--- src/hdl/assert_macros.svh ---
// ----------------------------------------------------------------------------
// Assertion macros
// Shared concurrent assertion forms used by the page store modules.
// ----------------------------------------------------------------------------
`ifndef ASSERT_MACROS_SVH
`define ASSERT_MACROS_SVH

// Implication checked at every clock edge outside reset.
`define ASSERT_IMPL(label, clk, rst_n, ante, cons) \
	label: assert property (@(posedge clk) disable iff (!rst_n) (ante) |-> (cons)) \
		else $error("assertion failed");

// Implication whose consequent is checked in the cycle after the antecedent.
`define ASSERT_NEXT(label, clk, rst_n, ante, cons) \
	label: assert property (@(posedge clk) disable iff (!rst_n) (ante) |=> (cons)) \
		else $error("assertion failed");

`endif

--- src/hdl/ffps_pkg.sv ---
// ----------------------------------------------------------------------------
// First-fit page store package
// Command, status and state codes used by the front and back modules.
// ----------------------------------------------------------------------------
package ffps_pkg;

	localparam logic [1:0] CMD_INSERT = 2'd0;
	localparam logic [1:0] CMD_SEARCH = 2'd1;
	localparam logic [1:0] CMD_STATUS = 2'd2;
	localparam logic [1:0] CMD_NONE   = 2'd3;

	localparam logic [2:0] ST_STORED    = 3'd0;
	localparam logic [2:0] ST_DROPPED   = 3'd1;
	localparam logic [2:0] ST_EXHAUSTED = 3'd2;
	localparam logic [2:0] ST_FOUND     = 3'd3;
	localparam logic [2:0] ST_MISSING   = 3'd4;
	localparam logic [2:0] ST_ROW       = 3'd5;
	localparam logic [2:0] ST_EMPTY     = 3'd6;

	localparam logic [15:0] HEADER_BYTES = 16'd16;
	localparam logic [15:0] PAGE_CAP_RESET = 16'd4096;
	localparam int RESULT_LIMIT = 16;

	typedef struct packed {
		logic [1:0]  command;
		logic [15:0] record_size;
		logic [31:0] key;
	} cmd_item_t;

	typedef enum logic [2:0] {
		BK_IDLE,
		BK_INS_SCAN,
		BK_SRCH_REQ,
		BK_SRCH_CMP,
		BK_STAT,
		BK_EMIT
	} bk_state_t;

endpackage

--- src/hdl/ffps_front.sv ---
// ----------------------------------------------------------------------------
// First-fit page store front end
// Accepts items, drops unused commands and queues the rest for the back end.
// ----------------------------------------------------------------------------
module ffps_front (
	input  logic                 clk,
	input  logic                 arst_n,
	input  logic                 in_valid,
	output logic                 in_ready,
	input  logic [1:0]           command,
	input  logic [15:0]          record_size,
	input  logic signed [31:0]   key,
	output logic                 q_valid,
	input  logic                 q_ready,
	output ffps_pkg::cmd_item_t  q_item
);

	ffps_pkg::cmd_item_t item_q [2];
	logic [1:0] count_q;
	logic       wr_ptr_q;
	logic       rd_ptr_q;
	logic       push;
	logic       pop;

	assign in_ready = (count_q != 2'd2);
	assign push     = in_valid && in_ready && (command != ffps_pkg::CMD_NONE);
	assign pop      = q_valid && q_ready;
	assign q_valid  = (count_q != 2'd0);
	assign q_item   = item_q[rd_ptr_q];

	always_ff @(posedge clk or negedge arst_n) begin
		if (!arst_n) begin
			count_q  <= 2'd0;
			wr_ptr_q <= 1'b0;
			rd_ptr_q <= 1'b0;
		end else begin
			if (push) wr_ptr_q <= ~wr_ptr_q;
			if (pop)  rd_ptr_q <= ~rd_ptr_q;
			if (push && !pop)      count_q <= count_q + 2'd1;
			else if (pop && !push) count_q <= count_q - 2'd1;
		end
	end

	always_ff @(posedge clk) begin
		if (push) begin
			item_q[wr_ptr_q] <= '{command: command, record_size: record_size,
				key: key};
		end
	end

endmodule

--- config.mk ---
export PLATFORM = sky130hd
export DESIGN_NAME = ffps_front
export DESIGN_NICKNAME = d
export VERILOG_FILES = /design/src/hdl/assert_macros.svh /design/src/hdl/ffps_pkg.sv /design/src/hdl/ffps_front.sv
export SDC_FILE = /design/constraint.sdc
export NUM_CORES = 1
export LEC_CHECK = 0
export BUFFER_PORTS_ARGS = -buffer_cell sky130_fd_sc_hd__buf_2
export CORE_ASPECT_RATIO = 0.5
export CORE_MARGIN = 8
export CORE_UTILIZATION = 52
export DETAILED_ROUTE_END_ITERATION = 8
export HOLD_SLACK_MARGIN = 0.02
export PLACE_DENSITY = 0.79
export SYNTH_ARGS = -nofsm -noshare
export SYNTH_HDL_FRONTEND = slang
export SYNTH_SLANG_ARGS = --single-unit
--- constraint.sdc ---
create_clock -name clk -period 4.5 [get_ports clk]
set_input_delay 0.9 -clock clk [delete_from_list [all_inputs] [get_ports clk]]
set_output_delay 0.9 -clock clk [all_outputs]
set_load 0.01 [all_outputs]
# Yosys cells after proc, flatten, opt, wreduce, memory -nomap -nowiden
# Memory sizes are Yosys's and may differ from the RTL's.
# Index checks and enable logic that the tools add are counted.
[op_classes]
addsub = 2
n_eq_ne = 2
muxes = 4
bitwise_logic = 2
reduce_logical = 9
[op_table]
columns = ["operator", "n"]
rows = [
  ["logical AND 1 bit", 5],
  ["2-to-1 mux 2 bit", 2],
  ["!= test 2 bit, second input constant", 2],
  ["nonzero test 2 bit", 2],
  ["adder 2 x 1 -> 2 bit, second input constant", 1],
  ["zero test 1 bit", 2],
  ["2-to-1 mux 1 bit", 2],
  ["inverter 1 bit", 2],
  ["subtractor 2 x 1 -> 2 bit, second input constant", 1],
]
[word_totals]
ff_bits = 4
ramBits = 100
input_bits = 54
output_inout_bits = 52
wordCells = 23
memories = 1
[mem_list]
columns = ["name", "depth", "word_bits", "read_ports", "rd_ports_with_merged_regs", "write_ports", "line_no", "text"]
rows = [
  ["item_q", 2, 50, 1, 0, 1, "ffps_front.sv:18", "ffps_pkg::cmd_item_t item_q [2];"],
]

# Depth between registers and ports, before layout
# Gate-level depths: netlist of run 1.
[logic_depth]
depth_word = 7
mapped_depth = 7
depth_no_buf = 7

# Worst setup path after synthesis of run 1
# Ideal clock, no wire load.
[synth_timing]
path_type = "input-to-reg"
start = "input port command[0]"
end = "memory item_q[0][0] (netlist name), enable pin"
setup_time_ns = 0.458
t_arrival_ns = 3.185
setup_slack_ns = 0.857
path_stages = 3
n_path_buf = 0
cell_sequence = "nand2_1 -> nand3_2 -> nor2_1"
[synth_via]
elab_chain_cells = 4
[synth_lines]
columns = ["element", "line_no", "text"]
rows = [
  ["start: declaration", "ffps_front.sv:10", "input logic [1:0] command,"],
  ["!= test 2 bit", "ffps_front.sv:26", "assign push = in_valid && in_ready && (command != ffps_pkg::CMD_NONE);"],
  ["logical AND 1 bit", "ffps_front.sv:26", ""],
  ["2-to-1 mux 1 bit", "ffps_front.sv:45", "if (push) begin"],
  ["2-to-1 mux 1 bit (implied by the code)", "ffps_front.sv:46", "item_q[wr_ptr_q] <= '{command: command, record_size: record_size,"],
  ["end: declaration", "ffps_front.sv:18", ""],
]
# Every way passes these cells.

==> summary by stage, run 1 <==
Power
Of the total power, combinational logic draws between 20% and 30%. The total internal power is approximately 2300 uW. The analysis attributes to cell leakage a power of roughly 0.002 uW. Per report_power, the sequential group accounts for about 46% of the total.

Per report_power, the clock group accounts for about a quarter of the total. Power spread over the standard cell area amounts to around 630 nW/um^2. The switching power share of the total is 27.94%. Across the VDD grid, the largest voltage drop is between 0.4 and 0.5 mV.

The switching power is approximately 900 uW.

Synthesis
The commonest cells after synthesis are sky130_fd_sc_hd__edfxtp_1 (100), sky130_fd_sc_hd__mux2_4 (49), sky130_fd_sc_hd__buf_12 (5), sky130_fd_sc_hd__dfrtp_1 (4). During synthesis, Yosys emitted a total of 0 warnings. The number of unique standard cell types used by synthesis is 15.

By area the synthesized netlist is led by sky130_fd_sc_hd__edfxtp_1 (74%), sky130_fd_sc_hd__mux2_4 (18%), sky130_fd_sc_hd__buf_12 (2.5%), sky130_fd_sc_hd__dfrtp_1 (2.5%), sky130_fd_sc_hd__xnor2_1 (0.65%). The cell taking the most area after synthesis is sky130_fd_sc_hd__edfxtp_1. In this run the biggest area consumer among cell types represents 73.85% of the synthesized area. The leading cell type by number of instances after synthesis is sky130_fd_sc_hd__edfxtp_1. The total nets after synthesis is 231. Sequential cells were found to cover 76.31% of the synthesized design area. The number of synthesized flops with an enable pin is 100. The proportion of synthesized flip-flops having asynchronous set or reset is roughly 3.8%. The most used flip-flop cell after synthesis is sky130_fd_sc_hd__edfxtp_1. A synthesized cell averages roughly 23 sq um. The number of standard cells after synthesis is between 150 and 200. The mapped netlist covers ~4100 sq um. The total of flip-flops plus latches after synthesis is 104.

STA
Setup slack on the critical path of the routed design comes to between 1.5 and 2 ns. Headroom to the max-slew limit came out at between 30% and 40%. The number of hold violations in the final report came to 0.

The number of pins exceeding their max-slew limit in the final report is 0. The share of the cycle needed by the critical path after routing is a little over three fifths. The final-layout worst hold slack is ~0.35 ns. Setup violations remaining at the end of the flow were counted as 0.

Setup repair after global routing left no endpoint under its margin. The post-route clock skew is 0.003588 ns. For the pin with the worst max-slew slack, the measured transition is 0.9479 ns. The peak clock frequency supported by timing is 351.8 MHz. The final total negative setup slack is 0 ns. The final critical delay including setup and external delays is 2.843 ns.

Placed design
Timing analysis after detailed placement gives a worst setup slack of around 1.8 ns. The placer congestion estimate is between 0.6 and 0.7. In this run, placement finished with an instance count of ~390. The total half-perimeter wirelength after legalization and detailed placement is ~5.0 mm. The port buffer count is ~110.

Cells and area
The share of post-route cells with drive strength above 1 is approximately three fifths. In the final layout, the multi-input gates occupy 859.6 sq um. Counting the fill cells in the layout gives 494. 0 antenna diodes ended up in the layout. The net count reported at finish is roughly 340.

Relative to the synthesized area, the layout overhead comes to 22.40%. The non-filler instance count after layout is around 400. The sequential cells in the finished layout cover a total of 3107 sq um.

Clocking
The number of H-tree levels is 3. The clock root buffer master is sky130_fd_sc_hd__clkbuf_16. TritonCTS built the clock tree.

The clock-pin slew reported for the worst setup and hold paths after clock tree synthesis is around 0.070 ns. The post-cts gate resize count is 0. The clock latency on the worst-skew pair is ~0.34 ns. In this run the post-CTS setup repair buffer count came out at 0.

The number of hold buffers added after CTS is 0. TritonCTS created 9 clock buffers. The tree built by TritonCTS fans out to about 100 sinks. The clock passes through at most 2 buffers.

Critical path
STA puts the critical path data arrival time at ~1.9 ns. The data required time at the worst endpoint is around 3.6 ns. STA classifies the critical path endpoint as a primary output. Of all nets on the critical path, the largest fanout is between 50 and 60. STA classifies the critical path startpoint as a flip-flop.

The critical path in this run is classified as reg -> out.

Routing
The final route contains between 1500 and 2000 vias. The initial DRC count is about 120. The routed length per instance is 17.91 um. Dividing the detail-routed via count by the number of cells gives a little under 5.

The overall routed net length is 7.180 mm. The number of DRC violations after detailed routing is 0. The number of optimization iterations in the first detailed-route pass is 4.

Once detail routing completed, the nets flagged for antenna violations numbered 0.

Die
In this run the core area contains 22 standard-cell rows. The x dimension of the die is 141.1 um. The floorplan step defined a die boundary enclosing ~11000 sq um. From bottom edge to top edge, the die measures between 70 and 80 um.

The effective utilization at floorplan is 54.51%. The core area is between 7000 and 8000 sq um. 106 I/O pins were placed.

GRT
The first global-routing pass estimated 10.87 mm of wire. The total routing resource utilization after global routing is approximately an eighth. The maximum number of pins on one net before global-route repair is 52.

The number of antenna violations at the first check in global routing is 0. The via count of the first global-routing pass is 2096. The aggregate global routing overflow is 0.

Worst hold path
The class of the tightest hold or removal check is in -> async.

Job
The max-capacitance violation count is 0.

Status
The flow ran to the end, and the final reports show no timing, DRC or antenna violations.
placed cells by master (no fill, tap or decap):
cell type	Yosys	final
sky130_fd_sc_hd__nand3_2	1	1
sky130_fd_sc_hd__ha_1	1	1
sky130_fd_sc_hd__buf_4	0	2
sky130_fd_sc_hd__edfxtp_1	100	100
sky130_fd_sc_hd__inv_1	2	2
sky130_fd_sc_hd__mux2_2	1	1
sky130_fd_sc_hd__nor2_1	3	1
sky130_fd_sc_hd__clkbuf_16	0	9
sky130_fd_sc_hd__clkinvlp_4	0	1
sky130_fd_sc_hd__buf_2	0	105
sky130_fd_sc_hd__xor2_1	2	2
sky130_fd_sc_hd__nand2b_1	1	1
sky130_fd_sc_hd__clkinv_4	0	2
sky130_fd_sc_hd__inv_6	0	2
sky130_fd_sc_hd__bufinv_16	0	2
sky130_fd_sc_hd__or2_1	1	1
sky130_fd_sc_hd__xnor2_1	3	3
sky130_fd_sc_hd__nor2_4	0	2
sky130_fd_sc_hd__dfrtp_4	0	1
sky130_fd_sc_hd__dfrtp_1	4	3
sky130_fd_sc_hd__nand2_1	2	2
sky130_fd_sc_hd__mux2_4	49	49
cell families (layout without fill, tap and decap cells):
group	count (synthesis)	count (layout)	share of synthesized area, %
DFF	104	104	76.31
muxes	50	50	18.37
and+or+nand+nor	8	8	1.016
buffers and inverters	8	125	2.923
xor gates and xnor gates	5	5	1.077
adders and majority gates	1	1	0.3076
area by class of cell:
class                      instances  area share (%)
tap                              108           2.715
inverter                           2          0.1508
timing repair buffer             107           10.86
sequential                       104           62.42
clock inverter                     7           2.061
multi-input combinational         64           17.27
clock buffer                       9           4.525
registers in the layout, indices dropped and copies added, names as in the netlist:
signal,count
item_q,100
count_q,2
rd_ptr_q,1
wr_ptr_q,1
path summary, 6_finish.rpt:
path                       startpoint       endpoint  slack (ns)  cells after the start
max reg2reg                count_q[0]  item_q[1][38]        2.34                      4
max                          rd_ptr_q     q_item[42]        1.66                      2
min reg2reg                count_q[1]     count_q[1]        0.51                      1
min                            arst_n     count_q[0]        0.35                      1
max in group asynchronous      arst_n       rd_ptr_q        4.01                      1
min in group clk           count_q[1]     count_q[1]        0.51                      1
power groups by stage:
stage	clock (uW)	combinational, uW	sequential [uW]
5_1_grt	887	927	1470
6_report	829	870	1450
3_5_place_dp	0	885	1480
3_3_place_gp	0	869	1460
4_1_cts	846	890	1460
2_1_floorplan	0	784	1340
worst max-delay path: stages (launching register included):
cell and delay (ns):
sky130_fd_sc_hd__dfrtp_4 1.04, sky130_fd_sc_hd__mux2_2 0.42, sky130_fd_sc_hd__buf_2 0.14
metrics by stage:
stage | total power (uW) | utilization [%] | cell area, sq um
after detailed placement | 2361 | 62.33 | 4649
after global routing | 3287 | 66.72 | 4977
final | 3147 | 66.72 | 4977
after CTS | 3193 | 66.72 | 4977
after global placement | 2327 | 62.33 | 4649
after floorplan | 2126 | - | 4066
layer usage:
metal  vias to the layer above  part of all wire [%]  track usage [%]
li1                        910                     -                -
met1                       964                    39            13.06
met2                        59                    55            24.02
met3                         2                   5.9            5.673
met4                         0                  0.67            5.745
met5                         -                     0                0
No activity file was read; power rests on OpenSTA's default activity.
==> inputs of run 2 (changes only) <==
clock period = 2.9 ns   (was 4.5 ns; I/O delays follow)
==> summary by stage, run 2 (synthesis results as in run 1) <==
Die
The die area is 11080 sq um (unchanged). The floorplan die height came to 78.53 um (unchanged). The effective utilization at floorplan was 54.51% (unchanged). The number of placement rows came to 22 (unchanged). The core area is 7460 sq um (unchanged).

The count of pins on the block boundary was 106 (unchanged). The x dimension of the die was 141.1 um (unchanged).

Cells and area
The net count reported at finish came to 346 (+0.87%). The library cell used most frequently in the layout, excluding fill and tap cells, is sky130_fd_sc_hd__buf_2. The post-layout instance area is 4964 sq um (-0.28%). item_q holds more flip-flops than any other register. The diode insertion count for antenna repair is 0 (unchanged).

From synthesis to final layout, the design area changed by 22.06%. The number of fillers in the final layout is 530 (+7.3%). The total area of sequential cells is 3107 sq um (unchanged). The largest registers in the layout are item_q x100, count_q x2. The number of flip-flops in the largest register is 100 (unchanged).

The area of the multi-input gates came to 859.6 sq um (unchanged). The core utilization of the finished layout is 66.54% (-0.18 points). The top cell types in the final layout, fill and taps aside, are sky130_fd_sc_hd__buf_2 (105), sky130_fd_sc_hd__edfxtp_1 (100), sky130_fd_sc_hd__mux2_4 (49).

The share of post-route cells with drive strength above 1 was 59.12% (-1.3 points).

Routing
The sum of met3 wire segment lengths after detailed routing was 447 um (+5.2%). The number of optimization iterations in the first detailed-route pass was 4 (unchanged). The overall routed net length was 7.086 mm (-1.3%). The number of DRC violations after detailed routing is 0 (unchanged). The average via count per standard cell is 4.708 (-2.4%). The total routed wire length on the met1 layer is 2.769 mm (-0.54%). The initial DRC count is 115 (-5.0%).

The final antenna-violating net count was 0 (unchanged). The wire length on met2 is 3.801 mm (-3.1%). The highest metal layer with signal wires is met4. The routed length per instance is 17.54 um (-2.0%). The total number of vias is 1902 (-1.7%).

Placed design
The total half-perimeter wirelength after legalization and detailed placement was 5.093 mm (+1.5%). The port buffer count was 105 (unchanged). The placer congestion estimate is 0.6519 (-2.1%). The worst setup slack before clock tree synthesis is 0.7841 ns (-1.020 ns). The placed standard-cell area came to 4684 sq um (+0.75%).

Clocking
The count of clock tree sinks is 104 (unchanged). The clock tree buffer depth is 2 (unchanged). The number of buffers inserted during clock tree synthesis is 9 (unchanged).

The post-CTS setup-driven buffer insertion count is 0 (unchanged). The number of hold buffers added after CTS came to 0 (unchanged). The clock latency on the worst-skew pair was 0.33 ns (about the same). The clock-pin slew reported for the worst setup and hold paths after clock tree synthesis is 0.06 ns (about the same). The number of H-tree levels is 3 (unchanged).

TritonCTS built the clock tree. The tree is rooted in a sky130_fd_sc_hd__clkbuf_16. The post-cts gate resize count is 0 (unchanged).

GRT
The wire length of the first global-routing pass is 11.16 mm (+2.6%). The aggregate global routing overflow is 0 (unchanged). The total routing resource utilization after global routing is 13.07% (-0.095 points). The maximum number of pins on one net before global-route repair is 29 (-44%). The via count of the first global-routing pass is 2169 (+3.5%).

The number of antenna violations at the first check in global routing was 0 (unchanged).

Critical path
The arrival time at the worst endpoint is 1.88 ns (-0.06 ns). The worst setup path category is reg -> out. The worst setup path is captured at a primary output. The largest fanout of any net on the critical path came to 28 (-45%).

The reg-to-reg setup timing slack was 1.32 ns (-1.02 ns). The data required time at the worst endpoint came to 2.32 ns (-1.28 ns). The element type at the critical path start is a flip-flop.

STA
The share of the cycle needed by the critical path after routing is roughly 85%. The final-layout worst hold slack is 0.04573 ns (-0.3078 ns). The number of setup violations in the final report was 0 (unchanged). Setup repair after global routing left no endpoint under its margin. The final critical delay including setup and external delays is 2.458 ns.

The post-route worst setup slack is 0.4422 ns (-1.215 ns). The worst slew margin relative to its limit was 63.46% (+27 points). The number of hold violations in the final report is 0 (unchanged). The post-route clock skew came to 0.005521 ns (+0.001933 ns). The final total negative setup slack is 0 ns (unchanged). The number of pins exceeding their max-slew limit in the final report is 0 (unchanged). Based on the critical path, the design can be clocked at up to approximately 400 MHz.

The slew at the pin closest to its max-slew limit was 0.5480 ns (-0.3999 ns).

Job
The max-capacitance violation count was 0 (unchanged).

Power
The total internal power came to 3429 uW (+51%). The share of power burned in registers is 45.7% (-0.3 points). The portion of total power attributed to combinational logic is 30.5% (+2.9 points). The leakage power of the design was 0.002009 uW (about the same). The fraction of power consumed by the clock network is 23.8% (-2.5 points). The switching power is 1312 uW (+49%). The power per cell area is 955.1 nW/um^2 (+51%). The switching power share of the total is 27.67% (-0.27 points). The worst supply voltage drop on vdd is 0.5860 mV (+21%).

Worst hold path
The tightest min-delay check is of the in -> async type.

Status
The flow ran to the end, and the final reports show no timing, DRC or antenna violations.
[run 2: changes by cell type in the layout (fill, tap and decap cells not counted)]
cell	before	now
sky130_fd_sc_hd__bufinv_16	2	1
sky130_fd_sc_hd__clkinv_1	0	4
sky130_fd_sc_hd__clkbuf_1	0	1
sky130_fd_sc_hd__clkinv_4	2	0
sky130_fd_sc_hd__buf_4	2	4
sky130_fd_sc_hd__inv_6	2	0
sky130_fd_sc_hd__clkinvlp_4	1	0
sky130_fd_sc_hd__buf_12	0	1
sky130_fd_sc_hd__clkinv_2	0	1
[run 2: worst max-delay path, stage by stage, from the launching register on]
cell and delay (ns):
sky130_fd_sc_hd__dfrtp_4 0.78, sky130_fd_sc_hd__buf_12 0.28, sky130_fd_sc_hd__mux2_4 0.32, sky130_fd_sc_hd__buf_2 0.14
[run 2: power groups by stage]
stage               registers [uW]  clock network [uW]  logic [uW]
global placement              2180                   0        1450
global route                  2200                1210        1560
finish                        2170                1130        1450
floorplan                     2080                   0        1220
CTS                           2170                1160        1480
detailed placement            2200                   0        1480
[run 2: cell type report]
cell class | count | share of cell area, %
clock inverter | 6 | 1.008
inverter | 2 | 0.1512
clock buffer | 10 | 4.613
multi-input combinational | 64 | 17.32
tap | 108 | 2.722
sequential | 104 | 62.59
timing repair buffer | 110 | 11.60
[run 2: final timing paths]
path	startpoint	endpoint	cells past startpoint
min in group clk	record_size[6]	item_q[0][38]	1
max	rd_ptr_q	q_item[20]	3
max reg2reg	count_q[0]	item_q[1][13]	4
min reg2reg	count_q[1]	count_q[1]	1
min	arst_n	count_q[1]	1
max in group asynchronous	arst_n	rd_ptr_q	1
[run 2: per-stage QoR]
| stage | total power [uW] | cells |
|---|---|---|
| final | 4741 | 404 |
| after global routing | 4964 | 404 |
| after CTS | 4814 | 404 |
| after detailed placement | 3683 | 388 |
| after global placement | 3634 | 388 |
| after floorplan | 3298 | 176 |
[run 2: per-layer routing]
metal | GRT usage, % | up-vias
met5 | 0 | -
met4 | 3.511 | 0
met3 | 6.276 | 8
met2 | 23.30 | 46
met1 | 13.78 | 937
li1 | - | 911
==> inputs of run 3 (changes only) <==
clock period = 2.5 ns   (was 2.9 ns; I/O delays follow)
==> summary by stage, run 3 (synthesis results as in run 1) <==
Routing
The average via count per standard cell is 4.714 (+0.14%). The sum of met3 wire segment lengths after detailed routing is 390 um (-13%). The number of DRC violations after detailed routing was 0 (unchanged).

The initial DRC count was 42 (-63%). The wire length on met2 is 3.593 mm (-5.5%). The overall routed net length is 6.723 mm (-5.1%). The number of optimization iterations in the first detailed-route pass is 4 (unchanged). The total routed wire length on the met1 layer is 2.643 mm (-4.6%). The routed length per instance is 16.56 um (-5.6%).

The highest metal layer carrying signal wires in the routed design is met4. The final antenna-violating net count is 0 (unchanged). The total number of vias is 1914 (+0.63%).

Critical path
STA classifies the critical path startpoint as a flip-flop. The worst flop-to-flop path endpoint is item_q[0][15]. The largest fanout of any net on the critical path is 25 (-11%). The critical path endpoint category is a primary output.

The arrival time at the worst endpoint came to 1.67 ns (-0.21 ns). The startpoint of the worst register-to-register path is count_q[0]. The worst setup path is of the reg -> out kind. The cell depth of the worst flop-to-flop path is 4 (unchanged). The reg-to-reg setup timing slack is 0.93 ns (-0.39 ns). The data required time at the worst endpoint is 2.00 ns (-0.32 ns).

Clocking
The number of hold buffers added after CTS is 1 (+1). The clock root buffer master is sky130_fd_sc_hd__clkbuf_16. The clock latency on the worst-skew pair is 0.33 ns (about the same). The post-cts gate resize count is 0 (unchanged). The CTS tree is built. The post-CTS setup-driven buffer insertion count was 0 (unchanged). The clock-pin slew reported for the worst setup and hold paths after clock tree synthesis is 0.07 ns (about the same).

The count of clock tree sinks was 104 (unchanged). The number of buffers inserted during clock tree synthesis is 9 (unchanged). The number of H-tree levels was 3 (unchanged). The clock tree buffer depth is 2 (unchanged).

STA
The post-route clock skew is 0.008311 ns (+0.002789 ns). The worst slew margin relative to its limit is 69.18% (+5.7 points). The number of setup violations in the final report came to 0 (unchanged).

Setup repair after global routing left no endpoint under its margin. The number of hold violations in the final report is 0 (unchanged). The number of pins exceeding their max-slew limit in the final report is 0 (unchanged).

The slew at the pin closest to its max-slew limit is 0.4624 ns (-0.08569 ns). The peak clock frequency supported by timing is ~460 MHz. The worst path needs between 2 and 2.5 ns of the cycle, external delays included.

The share of the cycle needed by the critical path after routing is slightly below 90%.

Cells and area
The total area of sequential cells is 3107 sq um (unchanged). The share of post-route cells with drive strength above 1 is 60.07% (+0.95 points). The most flop-heavy register is item_q. The area of the multi-input gates came to 859.6 sq um (unchanged). The number of fillers in the final layout is 511 (-3.6%). The non-filler instance count after layout is 406 (+0.50%).

In the final layout, the registers with the most flip-flops are item_q x100, count_q x2. The area overhead of the layout relative to synthesis is 22.68%. The diode insertion count for antenna repair came to 0 (unchanged). Leaving out fill and tap cells, the most frequent cells in the layout are sky130_fd_sc_hd__buf_2 (105), sky130_fd_sc_hd__edfxtp_1 (100), sky130_fd_sc_hd__mux2_4 (49). The post-layout instance area is 4989 sq um (+0.50%). The number of flip-flops in the largest register came to 100 (unchanged). The most frequent standard cell in the layout excluding fill and tap cells is sky130_fd_sc_hd__buf_2. The net count reported at finish came to 348 (+0.58%).

Die
The x dimension of the die is 141.1 um (unchanged). The floorplan die height is 78.53 um (unchanged). The effective utilization at floorplan is 54.51% (unchanged). The core area is 7460 sq um (unchanged). The count of pins on the block boundary is 106 (unchanged).

The die area is 11080 sq um (unchanged). The number of placement rows is 22 (unchanged).

GRT
The aggregate global routing overflow is 0 (unchanged). The wire length of the first global-routing pass is 10.62 mm (-4.8%). The maximum number of pins on one net before global-route repair was 27 (-6.9%). The total routing resource utilization after global routing is 12.45% (-0.63 points). The number of antenna violations at the first check in global routing is 0 (unchanged). The via count of the first global-routing pass is 2136 (-1.5%).

Placed design
The placer congestion estimate came to 0.6346 (-2.7%). The placed standard-cell area is 4692 sq um (+0.16%). The cell total after placement is 389 (+0.26%). The total half-perimeter wirelength after legalization and detailed placement is 4.911 mm (-3.6%). The port buffer count is 105 (unchanged).

Power
The leakage power of the design is 0.002021 uW (+0.59%). The worst supply voltage drop on vdd is 0.6378 mV (+8.8%). The power per cell area came to 1100 nW/um^2 (+15%).

The post-layout total power is 5485 uW (+16%).

Worst hold path
The class of the tightest hold or removal check is in -> reg. The worst hold path terminates at item_q[0][1]. Counting instances, the worst hold path has a depth of 1. The launch instance of the worst min-delay path is key[1].

Job
The max-capacitance violation count is 0 (unchanged).

Status
The run finished with clean final reports.
==> run 3: worst max-delay path by stage <==
stage	startpoint	endpoint	depth (start not counted)
final	rd_ptr_q	q_item[30]	3
after global routing	rd_ptr_q	q_item[16]	3
after CTS	rd_ptr_q	q_item[24]	3
after detailed placement	rd_ptr_q	q_item[24]	3
after global placement	rd_ptr_q	q_item[24]	3
after floorplan	count_q[0]	item_q[0][0]	3
==> run 3: final cells by class <==
type,instances,area share [%]
Clock inverter,3,0.3261
Sequential cell,104,62.28
Clock buffer,13,5.418
Multi-Input combinational cell,64,17.23
Inverter,2,0.1505
Timing Repair Buffer,112,11.89
Tap cell,108,2.709
==> run 3: per-layer routing <==
metal / GRT usage (%) / up-vias
met2: 22.11 / 53
met5: 0 / -
li1: - / 919
met3: 4.828 / 10
met4: 5.106 / 0
met1: 13.27 / 932
==> run 3: report_power, final <==
group	total, uW	switching (uW)	internal (uW)
sequential	2400	103	2290
combinational	1790	858	936
clock	1290	543	751
==> run 3: critical path, stage by stage, from the launching register on <==
cell                      delay (ns)
sky130_fd_sc_hd__dfrtp_4        0.43
sky130_fd_sc_hd__buf_4          0.41
sky130_fd_sc_hd__mux2_4         0.34
sky130_fd_sc_hd__buf_2          0.14
==> run 3: stage by stage <==
stage                     utilization, %  hold slack, ns  setup TNS [ns]  setup WS (ns)
after global placement             62.90          0.3101               0         0.7008
after global routing               66.87          0.3370               0         0.2648
final                              66.87          0.3478               0         0.3267
after detailed placement           62.90          0.3126               0         0.6794
after floorplan                        -          0.2044          -77.36        -0.7736
after CTS                          66.87          0.3329               0         0.3053
